===== config.mk =====
export PLATFORM = sky130hd
export DESIGN_NAME = swpm_ctrl
export DESIGN_NICKNAME = d
export VERILOG_FILES = /design/src/hdl/swpm_pkg.sv /design/src/hdl/swpm_ctrl.sv
export SDC_FILE = /design/constraint.sdc
export NUM_CORES = 1
export LEC_CHECK = 0
export BUFFER_PORTS_ARGS = -buffer_cell sky130_fd_sc_hd__buf_2
export CORE_UTILIZATION = 35
export DETAILED_ROUTE_END_ITERATION = 10
export PLACE_DENSITY = 0.55
export SLEW_MARGIN = 30
export SYNTH_ARGS = -nofsm -noshare
export SYNTH_HDL_FRONTEND = slang
export SYNTH_SLANG_ARGS = --single-unit

===== constraint.sdc =====
create_clock -name i_clk -period 1.85 [get_ports i_clk]
set_input_delay 0.2775 -clock i_clk [delete_from_list [all_inputs] [get_ports i_clk]]
set_output_delay 0.2775 -clock i_clk [all_outputs]
set_load 0.1 [all_outputs]

===== src/hdl/swpm_pkg.sv =====
`default_nettype none
package swpm_pkg;
    localparam int WINDOW_DEF = 1024;
    localparam int QW = 17;
    localparam int FW = 11;
    localparam int TW = 32;
    localparam logic [QW-1:0] PREC_FLOOR_RST = 17'd62259;
    localparam logic [QW-1:0] FP_CEIL_RST = 17'd1966;
    localparam logic [QW-1:0] DUP_ALERT_RST = 17'd13107;
    localparam logic [FW-1:0] MIN_SAMPLES_RST = 11'd50;

    typedef enum logic [1:0] {
        REG_PREC_FLOOR = 2'd0,
        REG_FP_CEIL    = 2'd1,
        REG_DUP_ALERT  = 2'd2,
        REG_MIN_SAMP   = 2'd3
    } t_reg_idx;

    typedef enum logic [1:0] {
        CODE_NONE   = 2'd0,
        CODE_LOCK   = 2'd1,
        CODE_FORCEA = 2'd2
    } t_code;

    typedef struct packed {
        logic [QW-1:0] precision_ratio;
        logic [QW-1:0] recall_ratio;
        logic [QW-1:0] false_pos_ratio;
        logic [QW-1:0] duplicate_ratio;
        logic [QW-1:0] rejection_ratio;
        logic [FW-1:0] window_fill;
        logic [TW-1:0] total_count;
        logic [1:0]    containment_code;
        logic          prec_breach;
        logic          fp_breach;
        logic          dup_alarm;
        logic          contain_on;
    } t_result;

    // controller to datapath
    typedef struct packed {
        logic       rd;       // issue ring read at write pointer
        logic       update;   // retire and count new outcome
        logic       div_go;   // start a divide
        logic [2:0] div_sel;  // which ratio
        logic       div_save; // store quotient
        logic       cmp_go;   // breach compare step
        logic [1:0] cmp_sel;
    } t_cmd;

    typedef struct packed {
        logic div_busy;
    } t_sts;
endpackage
`default_nettype wire


===== src/hdl/swpm_ctrl.sv =====
`default_nettype none
module swpm_ctrl (
    input  wire logic           i_clk,
    input  wire logic           i_rst_n,
    input  wire logic           i_in_valid,
    output logic                o_in_ready,
    output logic                o_out_valid,
    input  wire logic           i_out_ready,
    input  wire swpm_pkg::t_sts i_sts,
    output swpm_pkg::t_cmd      o_cmd
);
    typedef enum logic [2:0] {
        S_IDLE, S_RD, S_UPD, S_DIV, S_WAIT, S_CMP, S_OUT
    } t_state;

    t_state     r_state;
    logic [2:0] r_idx;
    logic       r_kick;

    assign o_in_ready  = (r_state == S_IDLE);
    assign o_out_valid = (r_state == S_OUT);

    always_comb begin
        o_cmd          = '0;
        o_cmd.rd       = (r_state == S_IDLE) && i_in_valid;
        o_cmd.update   = (r_state == S_UPD);
        o_cmd.div_go   = (r_state == S_DIV);
        o_cmd.div_sel  = r_idx;
        o_cmd.div_save = (r_state == S_WAIT) && !r_kick && !i_sts.div_busy;
        o_cmd.cmp_go   = (r_state == S_CMP);
        o_cmd.cmp_sel  = r_idx[1:0];
    end

    // sequence: read ring, update, five divides, three compares, hand off
    always_ff @(posedge i_clk) begin
        if (!i_rst_n) begin
            r_state <= S_IDLE;
            r_idx   <= '0;
            r_kick  <= 1'b0;
        end else begin
            r_kick <= 1'b0;
            case (r_state)
                S_IDLE: if (i_in_valid) r_state <= S_RD;
                S_RD:   r_state <= S_UPD;
                S_UPD:  begin r_state <= S_DIV; r_idx <= '0; end
                S_DIV:  begin r_state <= S_WAIT; r_kick <= 1'b1; end
                S_WAIT: begin
                    if (!r_kick && !i_sts.div_busy) begin
                        if (r_idx == 3'd4) begin
                            r_state <= S_CMP;
                            r_idx   <= '0;
                        end else begin
                            r_idx   <= r_idx + 1'b1;
                            r_state <= S_DIV;
                        end
                    end
                end
                S_CMP: begin
                    if (r_idx == 3'd2) r_state <= S_OUT;
                    else r_idx <= r_idx + 1'b1;
                end
                S_OUT: if (i_out_ready) r_state <= S_IDLE;
                default: r_state <= S_IDLE;
            endcase
        end
    end
endmodule
`default_nettype wire


==> run metrics, run 1 <==
RSZ-0062 raised after global routing no; placed instance count 91; area of the multi-input gates 404 µm²; H-tree depth 1; hold slack 322 ps; Yosys warning count 0; nets around 90; Iter 0 DRT Violations 6; Slew HR 0.680; sequential fraction of the synthesis area 0.247; Fill cells 141; Detail Route Antenna Nets 0; Post-CTS Resized 0; # diodes 0; Most Used Layer, Global Route met1; Mapped Cells 64; dpl hpwl 918 µm; GRT Overall Usage 0.148; Sequential Area 145 µm²; vias per cell 5.16; router iterations before antenna repair 4; routing usage on met3 0.0129; RePlAce Congestion 0.781; initial antenna violation count 0; Fin Setup TNS 0 ps; Critical Path Start r_state[0]; worst-margin pin slew 484 ps; Post-Route WL ~1.2 mm; Worst-Skew Late Latency 260 ps; Avg WL per Cell 12.4 µm; setup repair bufs after CTS 0; Port Buffers 16; synthesized cell area approximately 570 µm²; met1 usage 0.227; Root Driver clkbuf_4; Clock transition at path regs around 50 ps; Setup violations, final 0; CP Data Required Time 1570 ps; CTS sink cnt 7; Cell variety after synth 32; first-pass GRT wire length 2.01 mm; share of layout cells above drive strength 1 0.481; reg2reg end r_state[2]; fin crit share 0.910; Yosys reg bits 7; Final min period 1680 ps; Final Max Slew Viols 0; IR drop worst, VDD 1.32 mV; grt ovf 0; Worst path slowest cell dfxtp_2; Synth-to-Final Area Change 38.8%; GR Util met2 0.185; flop2flop setup slack about 430 ps; Crit. End Element output pin; stages on the worst setup path 3; CP cell instances nor3b_2, nor3b_4, buf_12; pin count of the biggest net entering global routing 14; cell family with most CP delay simple AND/OR/NAND/NOR gates; FF-to-FF path depth 5; Synth Flop Type dfxtp_1; die area 0.00179 mm²; clk_skew approximately 2.1 ps; status finished clean; Die Y 42.3 µm; Crit Path Category register to output pin; Starting Density 0.377; Net Count, Synth a little over 70; crit start category register; number of synthesized flops with an enable pin 0; Remaining DRCs 0; ys async rst share 0; cts hold-fix bufs 0; vias in the first global route ~470; DR vias 490; maximum clock path buffer count 2; CORE AREA 0.00151 mm²; crit path DAT 1410 ps; cts bufs inserted 3; CTS tree yes; CP max FO 13; IO Count 17; power density cells 1600 mW/mm²; CP Buf/Inv Count 1; Synth Area per Inst 8.88 µm²; final std cells w/o fill 95; Die W 42.3 µm; worst setup path end o_cmd[3]; Reg-to-Reg Start r_state[2]; Pleak 0.330 nW; Final Hold Fails 0; maximum cell stage delay along the critical path 400 ps; max-cap violations 0; row cnt 14; Peak Freq 0.594 GHz; Hold Crit Class primary input to register; Total Power ~1.3 mW
==> stage by stage <==
| stage | utilization | area [µm²] | worst slack, ps |
|---|---|---|---|
| final | 0.523 | 788 | 167 |
| after global routing | 0.523 | 788 | 78.8 |
| after CTS | 0.522 | 786 | 46.7 |
| after detailed placement | 0.504 | 759 | 323 |
| after global placement | 0.504 | 759 | 349 |
| after floorplan | - | 612 | -301 |
==> how the worst min path moves through the flow <==
stage | slack [ps] | end | start | cells past startpoint
after global placement | 510 | r_idx[1] | r_idx[1] | 2
after global routing | 310 | r_state[2] | i_rst_n | 2
after floorplan | 410 | r_state[2] | i_rst_n | 1
after detailed placement | 520 | r_idx[1] | r_idx[1] | 2
final | 320 | r_state[2] | i_rst_n | 2
after CTS | 320 | r_state[2] | i_rst_n | 2
==> cell families (layout without fill, tap and decap cells) <==
kind of cell             count (synthesis)  count (layout)  share of synthesized area
buffers and inverters                   10              25                      0.115
AO/OA/AOI/OAI                           14              14                      0.198
flip-flops                               7               7                      0.247
AND/OR/NAND/NOR                         29              29                      0.357
adder cells (fa/ha/maj)                  3               3                     0.0661
multiplexers                             1               1                     0.0176
==> registers in the layout, indices dropped and copies added (netlist names) <==
name and count:
r_kick 1, r_state 3, r_idx 3
==> where the power goes <==
group	switching (mW)	internal, mW
Combinational	0.562	0.294
Clock	0.0625	0.0827
Sequential	0.0750	0.185
==> Yosys cell counts (2+ instances only) <==
cell type | instances | area (µm²)
and2_1 | 2 | 12.5
ha_1 | 3 | 37.5
nand4_1 | 2 | 12.5
nor3_1 | 3 | 15.0
o211ai_1 | 2 | 15.0
nor3b_1 | 2 | 15.0
nand2b_1 | 2 | 12.5
nor2_1 | 2 | 7.51
buf_6 | 2 | 22.5
a21oi_1 | 2 | 10.0
inv_1 | 4 | 15.0
nor3b_2 | 2 | 25.0
nand3b_1 | 3 | 22.5
o31ai_1 | 2 | 15.0
nand3_2 | 2 | 20.0
nand2_1 | 5 | 18.8
buf_4 | 3 | 22.5
dfxtp_1 | 7 | 140
==> placed cells by master (no fill, tap or decap), types with 2 or more instances in the layout <==
cell type / instances
buf_2: 10
buf_12: 6
nand2_1: 5
inv_1: 4
dfxtp_2: 4
nand3b_1: 3
ha_1: 3
clkbuf_4: 3
dfxtp_1: 3
nor3b_4: 2
nor3b_2: 2
o211ai_1: 2
nor3_1: 2
nand2b_1: 2
nand3_2: 2
nand4_1: 2
o31ai_1: 2
==> per-layer routing <==
layer  share of wire  wire length (µm)
met3           0.033                39
met2            0.43               500
met5               0                 0
met1            0.52               608
met4           0.022                26
==> layout make-up <==
class / count / share of cell area
Multi-Input combinational cell: 47 / 0.513
Timing Repair Buffer: 17 / 0.225
Sequential cell: 7 / 0.184
Clock buffer: 4 / 0.0333
Tap cell: 16 / 0.0254
Inverter: 4 / 0.0190
No activity file was read; power rests on OpenSTA's default activity.
==> run 2, diff against run 1 <==
--- a/config.mk
+++ b/config.mk
@@ -5,10 +5,12 @@
 export SDC_FILE = /design/constraint.sdc
 export NUM_CORES = 1
 export LEC_CHECK = 0
+export ABC_AREA = 1
 export BUFFER_PORTS_ARGS = -buffer_cell sky130_fd_sc_hd__buf_2
 export CORE_UTILIZATION = 35
 export DETAILED_ROUTE_END_ITERATION = 10
-export PLACE_DENSITY = 0.55
+export PLACE_DENSITY = 0.54
+export REMOVE_ABC_BUFFERS = 1
 export SLEW_MARGIN = 30
 export SYNTH_ARGS = -nofsm -noshare
 export SYNTH_HDL_FRONTEND = slang
==> run 2 against run 1 <==
- clock skew increased by 2.1 ps
- worst setup slack got worse by 87 ps
- first-iteration DRC count increased to 2.5 times the previous value
- critical path type unchanged
==> run metrics, run 2 <==
Worst Hold End r_state[1]; share of layout cells above drive strength 1 0.278; M1 WL 536 µm; Highest Signal Layer met4; Slew HR 0.680; grt ovf 0; Setup violations, final 0; Synth Area per Inst 6.42 µm²; CTS tree yes; dpl ws 291 ps; Reg-to-Reg Start r_idx[0]; cts bufs inserted 3; commonest non-fill, non-tap cells in the layout nand2_1, inv_1, nor2_1, buf_2, dfxtp_1; clk_skew 4.23 ps; Iter 0 DRT Violations 15; biggest regs r_idx: 3 flops, r_state: 3 flops, r_kick: 1 flops; crit path DAT about 1500 ps; crit start category register; vias in the first global route 422; FF-to-FF path depth 9; Avg WL per Cell 8.95 µm; Cell variety after synth 18; Die Y 43.3 µm; most frequent cell after synthesis nand2_1; maximum clock path buffer count 2; reg2reg end r_state[1]; Synth Flop Type dfxtp_1; CP Data Required Time around 1600 ps; Die W around 43 µm; initial antenna violation count 0; Hold Crit Class primary input to register; CP max FO 8; Peak Freq 0.565 GHz; RePlAce Congestion 0.778; DR vias 565; vias per cell 4.56; Yosys reg bits 7; Port Buffers 16; Crit Path Category register to output pin; IO Count 17; Root Driver clkbuf_4; GRT Overall Usage 0.132; router iterations before antenna repair 4; max-cap violations 0; CTS sink cnt 7; Final min period roughly 1800 ps; CP cell instances nand2_1, inv_1, buf_2; Remaining DRCs 0; Post-Route WL 1.11 mm; first-pass GRT wire length 1.77 mm; hold depth 3; Final Hold Fails 0; Worst-Skew Late Latency 250 ps; number of synthesized flops with an enable pin 0; Routed met2 length about 500 µm; row cnt 14; Mapped Cells between 90 and 100; status finished clean; flop2flop setup slack 540 ps; Fill cells 169; H-tree depth 1; Yosys warning count 0; CORE AREA 0.00154 mm²; Crit. End Element output pin; commonest non-fill, non-tap cell in the layout nand2_1; Detail Route Antenna Nets 0; Worst path slowest cell dfxtp_1; synth top area cells dfxtp_1, nand2_1, inv_1; dpl hpwl 887 µm; fin crit share 0.957; hold_sp i_rst_n; ys async rst share 0; cts hold-fix bufs 0; Worst Slack Setup Final 80.0 ps; pin count of the biggest net entering global routing 10; Final Max Slew Viols 0; die area 0.00187 mm²; # diodes 0; post-synth top area share 0.235; cell taking the most area after synthesis dfxtp_1; nets ~120; maximum cell stage delay along the critical path 590 ps; Clock transition at path regs about 50 ps; Starting Density 0.387; DR WL met3 a little under 70 µm; Synth-to-Final Area Change 19.9%; sequential fraction of the synthesis area 0.235; worst-margin pin slew 484 ps; synthesized cell area 597 µm²; Post-synth top cells nand2_1, inv_1, nor2_1, dfxtp_1, a21oi_1
==> run 2: kinds of logic after synthesis <==
group           synth area share
fa+ha+maj                 0.0629
simple gates               0.455
flops                      0.235
compound gates            0.0503
buf+inv                    0.197
==> run 2: per-stage QoR <==
step | utilization | std cells | hold WS, ps | cell area (µm²) | TNS [ps]
2_1_floorplan | - | 88 | 398 | 548 | -7910
3_3_place_gp | 0.440 | 120 | 523 | 678 | 0
3_5_place_dp | 0.440 | 120 | 530 | 678 | 0
4_1_cts | 0.457 | 124 | 297 | 704 | 0
5_1_grt | 0.464 | 124 | 310 | 716 | -6.70
6_report | 0.464 | 124 | 303 | 716 | 0
==> run 2: critical path: cells and delay by family, from the launching register on <==
kind,cells,cell delay [ps]
flops,1,590
buf+inv,2,500
simple gates,1,160
==> run 2: area by class of cell <==
type,instances,area (µm²),area share
clock buffers,4,26.3,0.0367
repair buffers,16,121,0.170
flip-flops and latches,7,140,0.196
inverters,17,68.8,0.0962
well taps,16,20.0,0.0280
multi-input cells,64,339,0.474
==> run 2: how the worst max path moves through the flow <==
stage / slack (ps) / startpoint / end
6_report: 80 / r_state[1] / o_cmd[8]
5_1_grt: -7 / r_state[0] / o_in_ready
4_1_cts: 10 / r_state[1] / o_cmd[9]
3_5_place_dp: 290 / r_state[1] / o_cmd[9]
3_3_place_gp: 310 / r_state[0] / o_cmd[9]
2_1_floorplan: -1110 / r_state[1] / o_cmd[3]
==> run 2: routing by layer <==
layer  track usage  vias up
met1         0.184      236
met3        0.0128        2
met2         0.179       19
met5             0        -
li1              -      308
met4         0.109        0
==> run 2: repair_timing <==
action                     CTS  global route
setup endpoints to repair    0             3
gates resized for setup      0             5
buffers inserted             0             0
hold endpoints to repair     0             0
Power of run 2 is left out: the tool's default activity adds up to more than one toggle a clock period on the data nets, which glitch-free logic cannot reach.
==> run 3, diff against run 2 <==
--- a/config.mk
+++ b/config.mk
@@ -5,11 +5,11 @@
 export SDC_FILE = /design/constraint.sdc
 export NUM_CORES = 1
 export LEC_CHECK = 0
-export ABC_AREA = 1
 export BUFFER_PORTS_ARGS = -buffer_cell sky130_fd_sc_hd__buf_2
+export CORE_ASPECT_RATIO = 0.8
 export CORE_UTILIZATION = 35
 export DETAILED_ROUTE_END_ITERATION = 10
-export PLACE_DENSITY = 0.54
+export PLACE_DENSITY = 0.55
 export REMOVE_ABC_BUFFERS = 1
 export SLEW_MARGIN = 30
 export SYNTH_ARGS = -nofsm -noshare
==> run 3 against run 2 <==
- cell count is 18% lower
- register-to-register slack worse by 150 ps
- first-iteration DRC count is 27% lower
- critical path depth stayed put
- global-route usage is 3.3 points higher
- wire length is 6.8% higher
- clock-buffer cell count is 1 lower
==> run metrics, run 3 (synthesis gave the netlist of run 1 again) <==
Slew HR 0.676; grt ovf 0; Avg WL per Cell approximately 12 µm; cell family with most CP delay buffers and inverters; hold depth 2; CP Buf/Inv Count 2; IO Count 17; IR drop worst, VDD 0.865 mV; Clock transition at path regs 60 ps; Fill cells ~150; Final min period 1760 ps; Final Max Slew Viols 0; crit path DAT 1480 ps; Detail Route Antenna Nets 0; dpl hpwl a little under 900 µm; Starting Density 0.390; biggest regs r_idx: 3 flops, r_state: 3 flops, r_kick: 1 flops; CORE AREA between 0.001 and 0.0015 mm²; Final Hold Fails 0; CP cell instances buf_4, nor3_1, buf_2; Routed met2 length 534 µm; pin count of the biggest net entering global routing 11; final core occ 0.520; Worst Hold End r_state[2]; Synth-to-Final Area Change 33.3%; maximum cell stage delay along the critical path roughly 480 ps; setup repair bufs after CTS 0; Port Buffers 16; Setup violations, final 0; RePlAce Congestion 0.744; Crit Path Category register to output pin; maximum clock path buffer count 2; die area around 0.0018 mm²; share of layout cells above drive strength 1 0.395; DR vias about 510; initial antenna violation count 0; flop2flop setup slack 390 ps; status finished clean; first-pass GRT wire length 1.93 mm; DR WL met3 about 70 µm; H-tree depth 1; CTS tree yes; M1 WL about 570 µm; vias per cell 4.98; FF-to-FF path depth 4; GRT Overall Usage 0.165; Die W 47.0 µm; crit start category register; row cnt 12; hold_sp i_rst_n; clk_skew between 1 and 1.5 ps; RSZ-0062 raised after global routing no; worst-margin pin slew 489 ps; Pleak 0.334 nW; Total Power 1.21 mW; Remaining DRCs 0; commonest non-fill, non-tap cell in the layout buf_2; reg2reg end r_idx[2]; nets 90; Root Driver clkbuf_4; Peak Freq 0.569 GHz; Worst path slowest cell buf_2; CP max FO 8; Hold Crit Class primary input to register; cts bufs inserted 3; Worst-Skew Late Latency 260 ps; power density cells 1600 mW/mm²; CP Data Required Time 1570 ps; max-cap violations 0; fin crit share 0.950; commonest non-fill, non-tap cells in the layout buf_2, dfxtp_1, nand2_1, buf_12; # diodes 0; router iterations before antenna repair 5; Iter 0 DRT Violations 11; Highest Signal Layer met4; Die Y ~38 µm; Post-Route WL between 1 and 1.5 mm; vias in the first global route 425; Crit. End Element output pin; CTS sink cnt 7; Reg-to-Reg Start r_state[1]
-- run 3: how the worst max path moves through the flow --
stage | from | to | cells past startpoint | slack, ps
6_report | r_state[2] | o_in_ready | 3 | 90
5_1_grt | r_state[2] | o_in_ready | 3 | 0.1
4_1_cts | r_state[1] | o_cmd[3] | 3 | 30
3_5_place_dp | r_state[1] | o_cmd[3] | 3 | 340
3_3_place_gp | r_state[1] | o_cmd[3] | 3 | 340
2_1_floorplan | r_state[0] | o_cmd[9] | 2 | -1990
-- run 3: cell type report --
class                           count  area [µm²]  share of cell area
Multi-Input combinational cell     47         368               0.486
Timing Repair Buffer               19         180               0.238
Sequential cell                     7         140               0.185
Tap cell                           21        26.3              0.0347
Clock buffer                        3        22.5              0.0298
Inverter                            4        15.0              0.0198
Clock inverter                      1        5.00             0.00661
-- run 3: through the flow --
step / instance area, µm² / setup TNS (ps) / setup slack, ps / hold WS, ps / instances
detailed placement: 722 / 0 / 342 / 519 / 98
global placement: 722 / 0 / 336 / 526 / 98
global route: 757 / 0 / 0.126 / 315 / 102
finish: 757 / 0 / 93.4 / 313 / 102
CTS: 749 / 0 / 25.8 / 299 / 102
floorplan: 518 / -12340 / -1990 / 409 / 58
-- run 3: routing by layer --
metal  vias up  GRT usage
met5         -          0
met4         0     0.0857
met3         2     0.0849
met2        12      0.219
met1       228      0.212
li1        266          -
-- run 3: timing repair --
| item | 4_1_cts | 5_1_grt |
|---|---|---|
| resized for setup | 0 | 2 |
| endpoints found under the hold margin | 0 | 0 |
| hold buffers | 0 | 0 |
| setup endpoints to repair | 0 | 2 |
-- run 3: power breakdown --
group / internal, mW / switching [mW] / leakage [nW]
clock network: 0.0796 / 0.0676 / 0.0177
registers: 0.181 / 0.0400 / 0.0571
logic: 0.270 / 0.573 / 0.259
total: 0.531 / 0.680 / 0.334
-- run 3: worst reg2reg max path, delay by kind of cell (launching register included) --
family | cells | cell delay (ps)
and+or+nand+nor | 1 | 420
AOI/OAI and AO/OA | 3 | 390
DFF | 1 | 520
